[src/sv/url_enc_pkg.sv]
// url_enc_pkg: shared types, character codes and helper functions
// for the url percent encoder; no dependencies
package url_enc_pkg;

  localparam int MAX_OUT = 7;
  localparam int CNT_W   = 3;

  localparam logic [7:0] CH_PCT   = 8'h25;
  localparam logic [7:0] CH_TWO   = 8'h32;
  localparam logic [7:0] CH_FIVE  = 8'h35;
  localparam logic [7:0] CH_PLUS  = 8'h2B;
  localparam logic [7:0] CH_SPACE = 8'h20;
  localparam logic [7:0] CH_DASH  = 8'h2D;
  localparam logic [7:0] CH_UNDER = 8'h5F;
  localparam logic [7:0] CH_DOT   = 8'h2E;
  localparam logic [7:0] CH_TILDE = 8'h7E;

  typedef logic [7:0] char_t;
  typedef logic [CNT_W-1:0] cnt_t;

  // one expanded word group produced by a single input word
  typedef struct packed {
    cnt_t                     count;
    logic                     last;
    logic [MAX_OUT-1:0][7:0]  chars;
  } expansion_t;

  function automatic logic is_digit(input char_t c);
    return (c >= 8'h30) && (c <= 8'h39);
  endfunction

  function automatic logic is_alpha(input char_t c);
    return ((c >= 8'h41) && (c <= 8'h5A)) || ((c >= 8'h61) && (c <= 8'h7A));
  endfunction

  function automatic logic is_hex(input char_t c);
    return is_digit(c) || ((c >= 8'h41) && (c <= 8'h46)) ||
           ((c >= 8'h61) && (c <= 8'h66));
  endfunction

  function automatic logic is_plain(input char_t c);
    return is_alpha(c) || is_digit(c) || (c == CH_DASH) || (c == CH_UNDER) ||
           (c == CH_DOT) || (c == CH_TILDE);
  endfunction

  function automatic char_t hex_upper(input logic [3:0] v);
    char_t r;
    if (v < 4'd10) begin
      r = 8'h30 + {4'h0, v};
    end else begin
      r = 8'h37 + {4'h0, v};
    end
    return r;
  endfunction

endpackage

[src/sv/url_enc_expand.sv]
// url_enc_expand: per-byte encoding into up to seven characters, holds the
// pending percent state; depends on url_enc_pkg
module url_enc_expand
  import url_enc_pkg::*;
(
  input  logic       clk,
  input  logic       rst_n,
  input  logic       accept,
  input  char_t      in_char,
  input  logic       string_last,
  output expansion_t exp
);

  typedef enum logic [2:0] {
    PEND_NONE  = 3'b001,
    PEND_PCT   = 3'b010,
    PEND_DIGIT = 3'b100
  } pend_t;

  pend_t                   pend_r, pend_nxt;
  char_t                   held_r, held_nxt;
  logic [MAX_OUT-1:0][7:0] seq;
  cnt_t                    n;
  logic                    do_enc;
  logic                    c_hex;

  always_comb begin
    seq      = '0;
    n        = '0;
    pend_nxt = PEND_NONE;
    held_nxt = '0;
    do_enc   = 1'b0;
    c_hex    = is_hex(in_char);

    case (pend_r)
      PEND_PCT: begin
        if (c_hex) begin
          pend_nxt = PEND_DIGIT;
          held_nxt = in_char;
        end else begin
          seq[n] = CH_PCT;  n = n + 3'd1;
          seq[n] = CH_TWO;  n = n + 3'd1;
          seq[n] = CH_FIVE; n = n + 3'd1;
          do_enc = 1'b1;
        end
      end
      PEND_DIGIT: begin
        if (c_hex) begin
          seq[n] = CH_PCT;  n = n + 3'd1;
          seq[n] = held_r;  n = n + 3'd1;
          seq[n] = in_char; n = n + 3'd1;
        end else begin
          seq[n] = CH_PCT;  n = n + 3'd1;
          seq[n] = CH_TWO;  n = n + 3'd1;
          seq[n] = CH_FIVE; n = n + 3'd1;
          seq[n] = held_r;  n = n + 3'd1;
          do_enc = 1'b1;
        end
      end
      default: begin
        do_enc = 1'b1;
      end
    endcase

    if (do_enc) begin
      if (in_char == CH_PCT) begin
        pend_nxt = PEND_PCT;
      end else if (is_plain(in_char)) begin
        seq[n] = in_char; n = n + 3'd1;
      end else if (in_char == CH_SPACE) begin
        seq[n] = CH_PLUS; n = n + 3'd1;
      end else begin
        seq[n] = CH_PCT;                 n = n + 3'd1;
        seq[n] = hex_upper(in_char[7:4]); n = n + 3'd1;
        seq[n] = hex_upper(in_char[3:0]); n = n + 3'd1;
      end
    end

    // flush whatever is still held at the end of the string
    if (string_last) begin
      if (pend_nxt == PEND_PCT) begin
        seq[n] = CH_PCT;  n = n + 3'd1;
        seq[n] = CH_TWO;  n = n + 3'd1;
        seq[n] = CH_FIVE; n = n + 3'd1;
      end else if (pend_nxt == PEND_DIGIT) begin
        seq[n] = CH_PCT;   n = n + 3'd1;
        seq[n] = CH_TWO;   n = n + 3'd1;
        seq[n] = CH_FIVE;  n = n + 3'd1;
        seq[n] = held_nxt; n = n + 3'd1;
      end
      pend_nxt = PEND_NONE;
      held_nxt = '0;
    end
  end

  assign exp.count = n;
  assign exp.last  = string_last;
  assign exp.chars = seq;

  always_ff @(posedge clk) begin
    if (!rst_n) begin
      pend_r <= PEND_NONE;
      held_r <= '0;
    end else if (accept) begin
      pend_r <= pend_nxt;
      held_r <= held_nxt;
    end
  end

endmodule

[config.mk]
export PLATFORM = sky130hd
export DESIGN_NAME = url_enc_expand
export DESIGN_NICKNAME = d
export VERILOG_FILES = /design/src/sv/url_enc_pkg.sv /design/src/sv/url_enc_expand.sv
export SDC_FILE = /design/constraint.sdc
export NUM_CORES = 1
export LEC_CHECK = 0
export ABC_CLOCK_PERIOD_IN_PS = 12100
export BUFFER_PORTS_ARGS = -buffer_cell sky130_fd_sc_hd__buf_4
export CORE_UTILIZATION = 31
export CTS_CLUSTER_DIAMETER = 30
export DETAILED_ROUTE_END_ITERATION = 8
export PLACE_DENSITY = 0.55
export SYNTH_ARGS = -nofsm -noshare
export SYNTH_HDL_FRONTEND = slang
export SYNTH_SLANG_ARGS = --single-unit
[constraint.sdc]
create_clock -name clk -period 12.1 [get_ports clk]
set_input_delay 0.605 -clock clk [delete_from_list [all_inputs] [get_ports clk]]
set_output_delay 0.605 -clock clk [all_outputs]
set_load 0.005 [all_outputs]
==> summary.md <==
| Metric | Value |
|---|---|
| Relative slew slack | 33.6% |
| Initial Utilization | 32.2% |
| Netlist cell types | 71 |
| I/O Buffers | 66 |
| Post-route DRC | 0 |
| Max-slew violations | 0 |
| Flop pwr share | 20.1% |
| Area growth from synthesis to final layout | 17.7% |
| Critical Path Start Type | input pin |
| Htree depth | 1 |
| Metal-1 WL | 6270 um |
| Crit-path cells | buf_4 > inv_1 > ha_1 > or4b_4 > o2111a_1 > nor4_1 > or2_1 > inv_1 > ha_1 > o221ai_1 > a211o_1 > o21ai_2 > xnor2_1 > nor2_1 > a222oi_1 > o21ai_1 > buf_4 |
| Sum Neg Setup Slack | 0 ps |
| Share of cells above drive strength 1 | 15.9% |
| Pint | 98.3 uW |
| Initial antenna violation count | 0 |
| Syn Std Cell Area | 3340 sq um |
| Post-CTS sizing | 0 |
| First-pass GRT wire length | 24700 um |
| Synth warn | 0 |
| Worst path buffer plus inverter count | 4 |
| Worst VDD drop | 0.0468 mV |
| WL/cell | 22.8 um |
| Clk root buf | clkbuf_8 |
| Hold WC Path Type | register to register |
| Slew @ Worst Pin | 987 ps |
| Post-cts hold buffer count | 0 |
| GRT overflow | 0 |
| Clock skew | 4.28 ps |
| CORE AREA | 10400 sq um |
| TritonCTS Sinks | 11 |
| Run status | finished, final reports clean |
| Post-CTS setup buffers | 0 |
| CTS Buf Count | 3 |
| Routed via count | 4583 |
| 1st-iter DRT viols | 589 |
| Die width | 106 um |
| Layout Nets | 600 |
| Count of final setup violators | 0 |
| Drt total wl | 16000 um |
| HPWL after detailed placement | 12100 um |
| Clk_lat worst skew | 230 ps |
| N_diodes | 0 |
| Hold Fails Final Rpt | 0 |
| Critical path's largest stage delay | 690 ps |
| Synth async-reset ratio | 0% |
| Total Die Area | 11200 sq um |
| Sw frac | 45.6% |
| Commonest non-fill, non-tap cell in the layout | buf_4 |
| Synth Area per Inst | 6.34 sq um |
| Max_cap viols | 0 |
| CP delay by family, top | simple AND/OR/NAND/NOR gates |
| Die Ht | 106 um |
| CP Max Fanout | 20 |
| Clk pwr share | 20.0% |
| Arrival @ worst endpoint | 6330 ps |
| Core Rows | 37 |
| Vias in the first global route | 4332 |
| Pwr dens | 46.0 nW/um^2 |
| Io pins | 72 |
| Met3 wire len | 1740 um |
| CP required | 11490 ps |
| Crit end category | primary output |
| CTS tree | done |
| Min Tclk post-route | 6940 ps |
| Clk slew on worst S/H paths | 50 ps |
| EDFF count, synth | 0 |
| Switching pwr | 82.4 uW |
| RSZ-0062 raised after global routing | false |
| Most frequent cells in the layout | buf_4 (73), nand2_1 (60), nor2_1 (52) |
| Post-synthesis sequential area ratio | 6.59% |
| Top Metal Used | met4 |
| Max stage delay cell, worst path | or2_1 |
| Cell Count, Final, Fillers Out | 702 |
| WL met2 | 6950 um |
| Largest net degree at the start of global routing | 26 |
| Detail Route Antenna Nets | 0 |
| Leak pwr | 1.54 nW |
| Vias per cell | 6.53 |
| Fmax | 144 MHz |
| Drt first pass iters | 6 |
| GRT Total Usage | 28.1% |
| Fin crit share | 57.3% |
| Synth Register Bits | 11 |
| Placer Congestion | 0.946 |
| DP Cell Count | 698 |
| Clk buf depth | 2 |
| CP Class | input pin to primary output |
| Top_reg_cell synth | dfxtp_1 |
| Logic gate share of total power | 59.9% |
| Synth Instances | 527 |
| Filler cells | 1161 |
[routing by layer]
layer,GRT usage [%],vias to the layer above
met2,42.4,374
met3,4.39,80
li1,-,2054
met5,0,-
met1,36.9,2075
met4,18.2,0
[worst paths after layout]
kind / startpoint / endpoint / slack, ps / cells past startpoint
setup / recovery: in_char[1] / exp[10] / 5160 / 17
hold / removal: held_r[7] / held_r[7] / 450 / 2
setup reg to reg: pend_r[1] / held_r[6] / 9810 / 6
hold reg to reg: held_r[7] / held_r[7] / 450 / 2
[final cells by class]
cell class                 count  area, sq um  share of cell area (%)
timing repair buffer          73          548                    13.9
multi-input combinational    461         2890                    73.4
sequential                    11          220                    5.60
tap                          136          170                    4.33
inverter                      17         63.8                    1.62
clock buffer                   4         45.0                    1.15
[registers in the layout, indices dropped and copies added (netlist names)]
signal,flops
pend_r,3
held_r,8
[synthesized netlist by cell type, drive strengths merged (5+ instances only)]
cell | number | area [sq um]
a211oi | 6 | 45.0
o21ai | 54 | 285
a22o | 5 | 43.8
a221o | 9 | 90.1
ha | 21 | 263
clkbuf | 29 | 109
nor2 | 52 | 195
o22ai | 13 | 81.3
nor2b | 9 | 56.3
dfxtp | 11 | 220
and2 | 12 | 75.1
o211ai | 5 | 37.5
inv | 16 | 60.1
a31oi | 9 | 56.3
a22oi | 15 | 113
nand2b | 10 | 62.6
nand3 | 26 | 130
buf | 13 | 77.6
nor4 | 8 | 50.1
a211o | 5 | 43.8
a21boi | 8 | 60.1
nor3 | 15 | 80.1
a21oi | 30 | 150
xnor2 | 10 | 87.6
nand2 | 61 | 231
[worst min-delay path: cells and delay by family, from the launching register on]
family / cells / cell delay [ps]
and+or+nand+nor: 2 / 90
DFF: 1 / 320
[kinds of logic (layout without fill, tap and decap cells)]
| kind of cell | Yosys count | count (layout) | synth area share [%] |
|---|---|---|---|
| mux | 7 | 7 | 2.21 |
| xor+xnor | 10 | 10 | 2.62 |
| fa+ha+maj | 21 | 21 | 7.87 |
| other cells | 1 | 5 | 0.112 |
| compound gates | 206 | 206 | 42.6 |
| buf+inv | 59 | 94 | 7.49 |
| flops | 11 | 11 | 6.59 |
| simple gates | 212 | 212 | 30.5 |
[stage by stage]
step                worst slack (ps)  total power, mW  instance area [sq um]  hold slack, ps  utilization [%]
detailed placement              5430            0.141                   3890             438             37.5
floorplan                       6740            0.104                   3360             418                -
CTS                             5340            0.178                   3930             447             37.9
global placement                5360            0.142                   3890             430             37.5
global route                    4810            0.191                   3930             463             37.9
finish                          5160            0.181                   3930             449             37.9
[power by group through the flow]
stage	clock [mW]	combinational, mW	sequential [mW]
after floorplan	0	0.0669	0.0370
after global routing	0.0383	0.116	0.0363
after global placement	0	0.105	0.0370
final	0.0361	0.108	0.0363
after detailed placement	0	0.104	0.0370
after CTS	0.0368	0.105	0.0363
Note: power is estimated with default switching activity, not from simulation.
