`config.mk`:
```
export PLATFORM = sky130hd
export DESIGN_NAME = url_enc_emit
export DESIGN_NICKNAME = d
export VERILOG_FILES = /design/src/sv/url_enc_pkg.sv /design/src/sv/url_enc_emit.sv
export SDC_FILE = /design/constraint.sdc
export NUM_CORES = 1
export LEC_CHECK = 0
export BUFFER_PORTS_ARGS = -buffer_cell sky130_fd_sc_hd__buf_2
export CAP_MARGIN = 20
export CORE_ASPECT_RATIO = 0.5
export CORE_UTILIZATION = 26
export CTS_BUF_LIST = sky130_fd_sc_hd__clkbuf_4
export DETAILED_ROUTE_END_ITERATION = 6
export RECOVER_POWER = 25
export SKIP_LAST_GASP = 1
export SYNTH_ARGS = -nofsm -noshare
export SYNTH_HDL_FRONTEND = slang
export SYNTH_SLANG_ARGS = --single-unit
```
`constraint.sdc`:
```
create_clock -name clk -period 5.9 [get_ports clk]
set_input_delay 0.59 -clock clk [delete_from_list [all_inputs] [get_ports clk]]
set_output_delay 0.59 -clock clk [all_outputs]
set_load 0.01 [all_outputs]
```
`src/sv/url_enc_pkg.sv`:
```
// url_enc_pkg: shared types, character codes and helper functions
// for the url percent encoder; no dependencies
package url_enc_pkg;

  localparam int MAX_OUT = 7;
  localparam int CNT_W   = 3;

  localparam logic [7:0] CH_PCT   = 8'h25;
  localparam logic [7:0] CH_TWO   = 8'h32;
  localparam logic [7:0] CH_FIVE  = 8'h35;
  localparam logic [7:0] CH_PLUS  = 8'h2B;
  localparam logic [7:0] CH_SPACE = 8'h20;
  localparam logic [7:0] CH_DASH  = 8'h2D;
  localparam logic [7:0] CH_UNDER = 8'h5F;
  localparam logic [7:0] CH_DOT   = 8'h2E;
  localparam logic [7:0] CH_TILDE = 8'h7E;

  typedef logic [7:0] char_t;
  typedef logic [CNT_W-1:0] cnt_t;

  // one expanded word group produced by a single input word
  typedef struct packed {
    cnt_t                     count;
    logic                     last;
    logic [MAX_OUT-1:0][7:0]  chars;
  } expansion_t;

  function automatic logic is_digit(input char_t c);
    return (c >= 8'h30) && (c <= 8'h39);
  endfunction

  function automatic logic is_alpha(input char_t c);
    return ((c >= 8'h41) && (c <= 8'h5A)) || ((c >= 8'h61) && (c <= 8'h7A));
  endfunction

  function automatic logic is_hex(input char_t c);
    return is_digit(c) || ((c >= 8'h41) && (c <= 8'h46)) ||
           ((c >= 8'h61) && (c <= 8'h66));
  endfunction

  function automatic logic is_plain(input char_t c);
    return is_alpha(c) || is_digit(c) || (c == CH_DASH) || (c == CH_UNDER) ||
           (c == CH_DOT) || (c == CH_TILDE);
  endfunction

  function automatic char_t hex_upper(input logic [3:0] v);
    char_t r;
    if (v < 4'd10) begin
      r = 8'h30 + {4'h0, v};
    end else begin
      r = 8'h37 + {4'h0, v};
    end
    return r;
  endfunction

endpackage

```
`src/sv/url_enc_emit.sv`:
```
// url_enc_emit: character shift buffer and output register, one word per cycle
// while out_ready does not stall it; depends on url_enc_pkg
module url_enc_emit
  import url_enc_pkg::*;
(
  input  logic       clk,
  input  logic       rst_n,
  input  logic       in_valid,
  output logic       take,
  input  expansion_t exp,
  input  logic       out_ready,
  output logic       out_valid,
  output char_t      out_char,
  output logic       run_last,
  output logic       string_end
);

  logic [MAX_OUT-1:0][7:0] buf_r, buf_nxt;
  cnt_t                    rem_r, rem_nxt;
  logic                    last_r, last_nxt;
  logic                    out_valid_r;
  char_t                   out_char_r;
  logic                    run_last_r;
  logic                    string_end_r;
  logic                    load;
  logic                    emit;
  logic                    accept;

  assign load   = !out_valid_r || out_ready;
  assign emit   = load && (rem_r != '0);
  assign take   = (rem_r == '0) || (emit && (rem_r == cnt_t'(1)));
  assign accept = in_valid && take;

  always_comb begin
    buf_nxt  = buf_r;
    rem_nxt  = rem_r;
    last_nxt = last_r;
    if (accept) begin
      buf_nxt  = exp.chars;
      rem_nxt  = exp.count;
      last_nxt = exp.last;
    end else if (emit) begin
      buf_nxt  = {8'h00, buf_r[MAX_OUT-1:1]};
      rem_nxt  = rem_r - cnt_t'(1);
    end
  end

  always_ff @(posedge clk) begin
    if (!rst_n) begin
      rem_r       <= '0;
      out_valid_r <= 1'b0;
    end else begin
      rem_r <= rem_nxt;
      if (load) begin
        out_valid_r <= emit;
      end
    end
  end

  always_ff @(posedge clk) begin
    buf_r  <= buf_nxt;
    last_r <= last_nxt;
    if (emit) begin
      out_char_r   <= buf_r[0];
      run_last_r   <= (rem_r == cnt_t'(1));
      string_end_r <= (rem_r == cnt_t'(1)) && last_r;
    end
  end

  assign out_valid  = out_valid_r;
  assign out_char   = out_char_r;
  assign run_last   = run_last_r;
  assign string_end = string_end_r;

  a_idle_ready: assert property (@(posedge clk) disable iff (!rst_n)
    (rem_r == '0) |-> take)
    else $error("buffer empty but input not ready");

  a_end_is_run_last: assert property (@(posedge clk) disable iff (!rst_n)
    (out_valid_r && string_end_r) |-> run_last_r)
    else $error("string end without run last");

  a_load_count: assert property (@(posedge clk) disable iff (!rst_n)
    accept |=> (rem_r == $past(exp.count)))
    else $error("buffer count mismatch after accept");

  a_rem_range: assert property (@(posedge clk) disable iff (!rst_n)
    rem_r <= cnt_t'(MAX_OUT))
    else $error("buffer count out of range");

endmodule
```
==> impl_metrics.json, run 1 <==
{
  "run_status": "finished clean",
  "cts_tree": "built",
  "cp-start-kind": "register",
  "cts_resized": 0,
  "yosys_warnings": 0,
  "synth_cell_type_count": 28,
  "die_y_um": 77.9,
  "end_kind": "register",
  "cp.required_ps": 5940,
  "drtAntennaViolNets": 0,
  "n_antenna_cell": 0,
  "grt_usage": 0.0930,
  "powerDensity_mw_per_mm2": 537,
  "path_cells": "inv_1 -> ha_1 -> ha_1 -> nand2b_1 -> o21a_1 -> buf_4",
  "critical_path.max_stage_delay_ps": 590,
  "synth_area_per_cell_um2": 18.3,
  "syn_nets": 231,
  "p_leak_nw": 1.48,
  "area_delta_synth_final_pct": 22.4,
  "clk_latency_ps": 400,
  "crit_type": "register to register",
  "synth_edf_count": 67,
  "cts.path.max_buffers": 2,
  "cp_common_cell": "ha_1",
  "timing.final.crit_share": 0.439,
  "finalClockSkew_ps": 13.7,
  "vdd_ir_drop_max_uv": 146,
  "synth-seq-cells": 71,
  "placed_cell_area_mm2": 0.00352,
  "hold_class": "input pin to register",
  "final_cell_mix": "edfxtp_1, buf_2, mux2_2",
  "synth_area_mm2": 0.00300,
  "crit_slowest_cell": "buf_4",
  "drv_cap": 0,
  "antenna_found_initial": 0,
  "final.setup.worst_slack_ps": 3310,
  "layout-drive-gt1-share": 0.528,
  "firstDrtPassIters": 4,
  "final_area_mm2": 0.00367,
  "port_buffers": 75,
  "wl_mm": 5.36,
  "tightest_slew_ps": 995,
  "grt-ovfl-total": 0,
  "clk_pin_slew_ps": 120,
  "layout_min_cycle_time_ps": 2590,
  "synth-main-ff-cell": "edfxtp_1",
  "final_common_cell": "edfxtp_1",
  "ys_seq_area_frac": 0.698,
  "final-hold-violation-count": 0,
  "routed_via_density": 4.14,
  "die_w_um": 154,
  "num_rows": 27,
  "syn-instance-count": 164,
  "grt_pass1_vias": 1741,
  "wl_per_cell_um": 13.6,
  "fin_setup_tns_ps": 0,
  "cts_buffers": 9,
  "coreArea_mm2": 0.0111,
  "synthArstFlopShare": 0,
  "crit_arrival_ps": 2630,
  "rsz0062_at_grt": "no",
  "gp_congestion": 0.675,
  "grt_max_degree": 50,
  "slew_viol_final": 0,
  "ioPinCount": 76,
  "drt_iter0_drc": 96,
  "die_area_mm2": 0.0120,
  "start_util": 0.270,
  "vias": 1636,
  "place_hpwl_mm": 3.76,
  "fmax_mhz": 386,
  "setup_viol": 0,
  "critPathMaxFanout": 45,
  "postCtsSetupRepairBufs": 0,
  "clkSinkCount": 71,
  "grt_pass1_wl_mm": 8.30,
  "cts_hold_buf": 0,
  "route.detailed.drc": 0,
  "fin_nets": 312,
  "cts_root_buf": "clkbuf_4",
  "htreeDepth": 3,
  "pre_cts_slack_ps": 3490,
  "max_slew_margin": 0.336
}
Yosys cell counts (2+ instances only):
| library cell | number | area, um2 |
|---|---|---|
| buf_6 | 2 | 22.5 |
| nor2b_1 | 2 | 12.5 |
| nand2_1 | 2 | 7.51 |
| mux2_2 | 38 | 428 |
| a31o_2 | 2 | 17.5 |
| dfxtp_1 | 4 | 80.1 |
| a21oi_1 | 2 | 10.0 |
| ha_1 | 3 | 37.5 |
| o32ai_1 | 2 | 17.5 |
| buf_2 | 3 | 15.0 |
| inv_1 | 5 | 18.8 |
| edfxtp_1 | 67 | 2010 |
| mux2_4 | 10 | 150 |
| and3_1 | 8 | 50.1 |
worst max-delay path, delay by kind of cell (launching register included):
family | cells | cell delay (ps)
adders and majority gates | 2 | 490
buffers and inverters | 2 | 680
DFF | 1 | 410
and+or+nand+nor | 1 | 140
AOI/OAI and AO/OA | 1 | 490
cells by family (layout without fill, tap and decap cells):
logic type | after synthesis | after routing | synth area share
flops | 71 | 71 | 0.698
mux | 48 | 48 | 0.193
simple gates | 21 | 21 | 0.0488
buf+inv | 11 | 97 | 0.0200
compound gates | 9 | 9 | 0.0255
fa+ha+maj | 3 | 3 | 0.0125
xor+xnor | 1 | 1 | 0.00292
worst paths after layout:
kind,start,end,slack (ps),cells past startpoint
setup / recovery,rem_r[0],buf_r[26],3310,6
hold / removal,exp[56],last_r,350,1
setup reg to reg,rem_r[0],buf_r[26],3310,6
hold reg to reg,buf_r[2],out_char[2],430,0
registers in the layout, summed over array words and instances (netlist names):
register    count
run_last        1
string_end      1
out_valid       1
last_r          1
rem_r           3
buf_r          56
out_char        8
layer usage:
layer  vias to the layer above  track usage  part of all wire
li1                        800            -                 -
met1                       782       0.0952              0.40
met2                        44        0.170              0.54
met3                        10       0.0413             0.049
met4                         0       0.0300             0.011
met5                         -            0                 0
stage by stage:
step	utilization	power [W]	instances	hold slack [ps]
floorplan	-	0.00147	164	400
global placement	0.317	0.00159	379	407
detailed placement	0.317	0.00163	379	405
CTS	0.333	0.00202	395	327
global route	0.330	0.00209	395	314
finish	0.330	0.00197	395	353
final cells by class:
type	instances	area, um2
fillers	1087	7440
flip-flops and latches	71	2090
multi-input cells	82	832
repair buffers	76	369
well taps	145	181
clock inverters	7	111
clock buffers	9	67.6
inverters	5	18.8
power breakdown:
part	internal, W	total, W	switching, W
sequential	0.000929	0.000990	0.0000616
clock	0.000212	0.000386	0.000174
combinational	0.000292	0.000596	0.000303
No activity file was read; power rests on OpenSTA's default activity.
==> run 2: changes to the inputs <==
Clock period 5.9 ns to 2.25 ns, I/O delays scaled along.
==> run 2 against run 1 <==
  * Non-clock buffer count is 6 higher
  * Combinational power grew to 2.9 times the previous value
  * Critical path type unchanged
  * Design area grew 1.7%
  * Clock-buffer cell count up 2
  * Clock power is 100% higher
  * Sequential share of layout area fell by 0.95 points
  * Worst setup slack got worse by 3100 ps
  * Total power increased to 2.6 times the previous value
==> impl_metrics.json, run 2 (same netlist as run 1, synthesis figures left out) <==
{
  "num_rows": 27,
  "drt_iter0_drc": 140,
  "drtAntennaViolNets": 0,
  "antenna_found_initial": 0,
  "routed_via_density": 4.13,
  "total_power_w": 0.00513,
  "cts_buffers": 9,
  "final-hold-violation-count": 0,
  "cts_tree": "built",
  "run_status": "finished clean",
  "p_clk_frac": 0.151,
  "gp_congestion": 0.731,
  "powerDensity_mw_per_mm2": 1370,
  "vdd_ir_drop_max_uv": 380,
  "layout-drive-gt1-share": 0.535,
  "fmax_mhz": 489,
  "p_sw_w": 0.00143,
  "grt-ovfl-total": 0,
  "crit_arrival_ps": 2210,
  "rsz0062_at_grt": "no",
  "grt_pass1_vias": 1736,
  "port_buffers": 75,
  "p_int_w": 0.00370,
  "ioPinCount": 76,
  "n_antenna_cell": 0,
  "clkSinkCount": 71,
  "max_slew_margin": 0.727,
  "layout_min_cycle_time_ps": 2040,
  "slew_viol_final": 0,
  "die_w_um": 154,
  "p_leak_nw": 1.50,
  "nFillCells": 1044,
  "vias": 1657,
  "drv_cap": 0,
  "fin_nets": 318,
  "start_util": 0.270,
  "cts_root_buf": "clkbuf_4",
  "area_delta_synth_final_pct": 24.5,
  "place_hpwl_mm": 3.92,
  "clk_pin_slew_ps": 100,
  "cp.required_ps": 2410,
  "largest_register_ff_count": 56,
  "end_kind": "register",
  "fin_setup_tns_ps": 0,
  "coreArea_mm2": 0.0111,
  "tightest_slew_ps": 399,
  "final_common_cell": "edfxtp_1",
  "grt_pass1_wl_mm": 8.29,
  "hold_class": "input pin to register",
  "grt_usage": 0.0950,
  "final_cell_mix": "edfxtp_1, buf_2, mux2_2",
  "comb_power_share": 0.342,
  "regMostFlops": "buf_r",
  "firstDrtPassIters": 4,
  "setup_viol": 0,
  "cp-start-kind": "register",
  "wl_per_cell_um": 13.6,
  "timing.final.crit_share": 0.909,
  "crit_type": "register to register",
  "finalClockSkew_ps": 12.0,
  "route.detailed.drc": 0,
  "die_area_mm2": 0.0120,
  "critPathMaxFanout": 28,
  "switching_share": 0.278,
  "seqPwrFrac": 0.508,
  "grt_max_degree": 32,
  "cts.path.max_buffers": 2,
  "wl_mm": 5.47,
  "clk_latency_ps": 410,
  "htreeDepth": 3,
  "die_y_um": 77.9
}
run 2: changes by cell type in the layout (fill, tap and decap cells not counted), sizes merged:
cell	previous run	this run
bufinv	3	1
clkbuf	20	23
dlygate4sd3	0	1
buf	65	69
run 2: final timing paths:
kind	start	cells past startpoint	end	slack, ps
worst min-delay path	exp[59]	2	rem_r[2]	50
worst max register to register	rem_r[0]	7	buf_r[8]	210
worst max-delay path	rem_r[0]	7	buf_r[8]	210
worst min register to register	buf_r[3]	0	out_char[3]	430
run 2: cell type report:
cell class | count | area, um2 | share of cell area
inverters | 5 | 18.8 | 0.00503
clock buffers | 11 | 82.6 | 0.0221
repair buffers | 82 | 464 | 0.124
clock inverters | 5 | 48.8 | 0.0131
multi-input cells | 82 | 847 | 0.227
flip-flops and latches | 71 | 2090 | 0.560
well taps | 145 | 181 | 0.0486
run 2: timing repair:
item	in CTS	in global routing
setup buffers	0	0
resized for setup	0	0
hold endpoints to repair	1	0
hold buffers	1	0
run 2: critical path, cell delays in order, from the launching register on:
cell	delay, ps
dfxtp_1	410
inv_1	90
ha_1	210
ha_1	200
a21o_4	230
nand2_4	100
buf_12	200
mux2_2	360
run 2: power by group through the flow:
| stage | registers (W) | logic, W | clock network, W |
|---|---|---|---|
| 2_1_floorplan | 0.00264 | 0.00121 | 0 |
| 3_3_place_gp | 0.00261 | 0.00174 | 0 |
| 3_5_place_dp | 0.00265 | 0.00182 | 0 |
| 4_1_cts | 0.00262 | 0.00184 | 0.000809 |
| 5_1_grt | 0.00267 | 0.00192 | 0.000853 |
| 6_report | 0.00260 | 0.00175 | 0.000771 |
run 2: stage by stage:
stage           util  hold WS [ps]  setup WS (ps)  cell area, um2  cells
6_report       0.336          46.3            206            3730    401
5_1_grt        0.336          1.03            146            3730    401
4_1_cts        0.338          8.79            218            3760    401
3_5_place_dp   0.325           406            226            3620    384
3_3_place_gp   0.325           401            312            3620    384
2_1_floorplan      -           324            219            3010    164
run 2: layer usage:
metal	track usage	part of all wire	vias up	routed length, um
li1	-	-	814	-
met1	0.0956	0.42	792	2270
met2	0.168	0.50	43	2740
met3	0.0497	0.065	8	356
met4	0.0360	0.018	0	96
met5	0	0	-	0
==> run 3: changes to the inputs <==
Settings changed: CORE_MARGIN from default to 2, CORE_UTILIZATION 26 to 40, PLACE_DENSITY from default to 0.65, SKIP_LAST_GASP 1 to default.
==> run 3 against run 2 <==
  * Sequential cell count unchanged
  * Worst setup slack worse by 87 ps
  * Highest routed layer unchanged
  * Critical endpoint is now buf_r[46]
  * Global-route usage is 3.3 points higher
  * Critical path depth did not move
  * Non-clock buffer count is 1 higher
  * Critical path type unchanged
  * Sequential power about the same
  * Cell count decreased by 12%
==> impl_metrics.json, run 3 (same netlist as run 1, synthesis figures left out) <==
{
  "whs_endpoint": "buf_r[4]",
  "clk_latency_ps": 420,
  "ioPinCount": 76,
  "grt_pass1_vias": 1673,
  "num_rows": 22,
  "hold_ws_ps": 92.8,
  "n_antenna_cell": 0,
  "end_kind": "register",
  "run_status": "finished clean",
  "finalClockSkew_ps": 14.8,
  "die_area_mm2": 0.00825,
  "reg2reg_slack_ps": 120,
  "crit_type": "register to register",
  "slew_viol_final": 0,
  "timing.final.crit_share": 0.947,
  "drt_iter0_drc": 108,
  "place_inst": 334,
  "final-hold-violation-count": 0,
  "grt-ovfl-total": 0,
  "reg2reg_to": "buf_r[46]",
  "layout-drive-gt1-share": 0.533,
  "p_leak_nw": 1.51,
  "coreArea_mm2": 0.00729,
  "cp.required_ps": 2420,
  "grt_pass1_wl_mm": 7.78,
  "critPathMaxFanout": 26,
  "routed_via_density": 4.72,
  "crit_arrival_ps": 2300,
  "min_from": "exp[4]",
  "cts.path.max_buffers": 2,
  "drtAntennaViolNets": 0,
  "wl_mm": 4.95,
  "reg2reg_depth": 7,
  "die_y_um": 65.2,
  "start_util": 0.411,
  "final_common_cell": "edfxtp_1",
  "gp_congestion": 0.681,
  "port_buffers": 75,
  "tightest_slew_ps": 640,
  "postCtsSetupRepairBufs": 0,
  "route.detailed.drc": 0,
  "cts_tree": "built",
  "regMostFlops": "buf_r",
  "cts_buffers": 9,
  "placed_cell_area_mm2": 0.00355,
  "hold_path_depth": 2,
  "setup_viol": 0,
  "fin_setup_tns_ps": 0,
  "die_w_um": 126,
  "cts_root_buf": "clkbuf_4",
  "clk_pin_slew_ps": 120,
  "final_cell_mix": "edfxtp_1, buf_2, mux2_2",
  "hold_class": "input pin to register",
  "antenna_found_initial": 0,
  "grt_usage": 0.128,
  "firstDrtPassIters": 4,
  "path_cells": "inv_1 -> ha_1 -> ha_1 -> a21o_4 -> nand2_4 -> buf_12 -> mux2_2",
  "largest_register_ff_count": 56,
  "drv_cap": 0,
  "critical_path.max_stage_delay_ps": 400,
  "grt_max_degree": 28,
  "vias": 1667,
  "fin_cells": 353,
  "nFillCells": 630,
  "htreeDepth": 3,
  "regToRegStartpoint": "rem_r[0]",
  "fmax_mhz": 469,
  "max_slew_margin": 0.573,
  "cp_common_cell": "ha_1",
  "wl_per_cell_um": 14.0,
  "final_area_mm2": 0.00369,
  "layout_min_cycle_time_ps": 2130,
  "powerDensity_mw_per_mm2": 1380,
  "vdd_ir_drop_max_uv": 414,
  "crit_slowest_cell": "dfxtp_1",
  "place_hpwl_mm": 3.48,
  "fin_nets": 319,
  "area_delta_synth_final_pct": 23.0,
  "cp-start-kind": "register",
  "final_core_util": 0.506,
  "rsz0062_at_grt": "no",
  "clkSinkCount": 71
}
[run 3: changes by cell type in the layout (fill, tap and decap cells not counted), sizes merged]
cell         previous run  this run
buf                    69        68
clkbuf                 23        22
dlygate4sd3             1         3
inv                     5         6
[run 3: final cells by class]
type,instances,area (um2),share of cell area
Clock buffer,10,75.1,0.0204
Clock inverter,6,60.1,0.0163
Inverter,5,18.8,0.00509
Multi-Input combinational cell,82,847,0.230
Sequential cell,71,2090,0.567
Tap cell,96,120,0.0326
Timing Repair Buffer,83,475,0.129
[run 3: critical path: cells and delay by family, from the launching register on]
| kind | cells | cell delay, ps |
|---|---|---|
| AO/OA/AOI/OAI | 1 | 270 |
| AND/OR/NAND/NOR | 1 | 100 |
| buffers and inverters | 2 | 280 |
| multiplexers | 1 | 350 |
| flip-flops | 1 | 400 |
| adder cells (fa/ha/maj) | 2 | 480 |
[run 3: per-layer routing]
metal,vias to the layer above,GRT usage,share of wire,routed length (um)
met2,46,0.206,0.48,2390
met5,-,0,0,0
met3,4,0.0741,0.071,349
li1,813,-,-,-
met4,0,0.0398,0.0083,41
met1,804,0.145,0.44,2170
[run 3: worst max-delay path by stage]
stage                      to  cells past startpoint  startpoint
finish              buf_r[46]                      7    rem_r[0]
global route        buf_r[32]                      7    rem_r[0]
CTS                 buf_r[46]                      7    rem_r[0]
detailed placement  buf_r[17]                      7    rem_r[0]
global placement    buf_r[44]                      7    rem_r[0]
floorplan           buf_r[34]                      8    rem_r[0]
[run 3: power breakdown]
group,total (W),internal (W),switching [W]
Combinational,0.00171,0.000900,0.000813
Clock,0.000794,0.000348,0.000446
Sequential,0.00260,0.00243,0.000167
Total,0.00510,0.00368,0.00143
[run 3: stage by stage]
step | setup slack, ps | power [W]
3_3_place_gp | 236 | 0.00429
3_5_place_dp | 125 | 0.00441
6_report | 119 | 0.00510
4_1_cts | 119 | 0.00521
5_1_grt | 33.1 | 0.00542
2_1_floorplan | 219 | 0.00386
[run 3: repair_timing]
action	CTS	global route
hold endpoints to repair	2	1
gates resized for setup	0	0
hold buffers	2	1
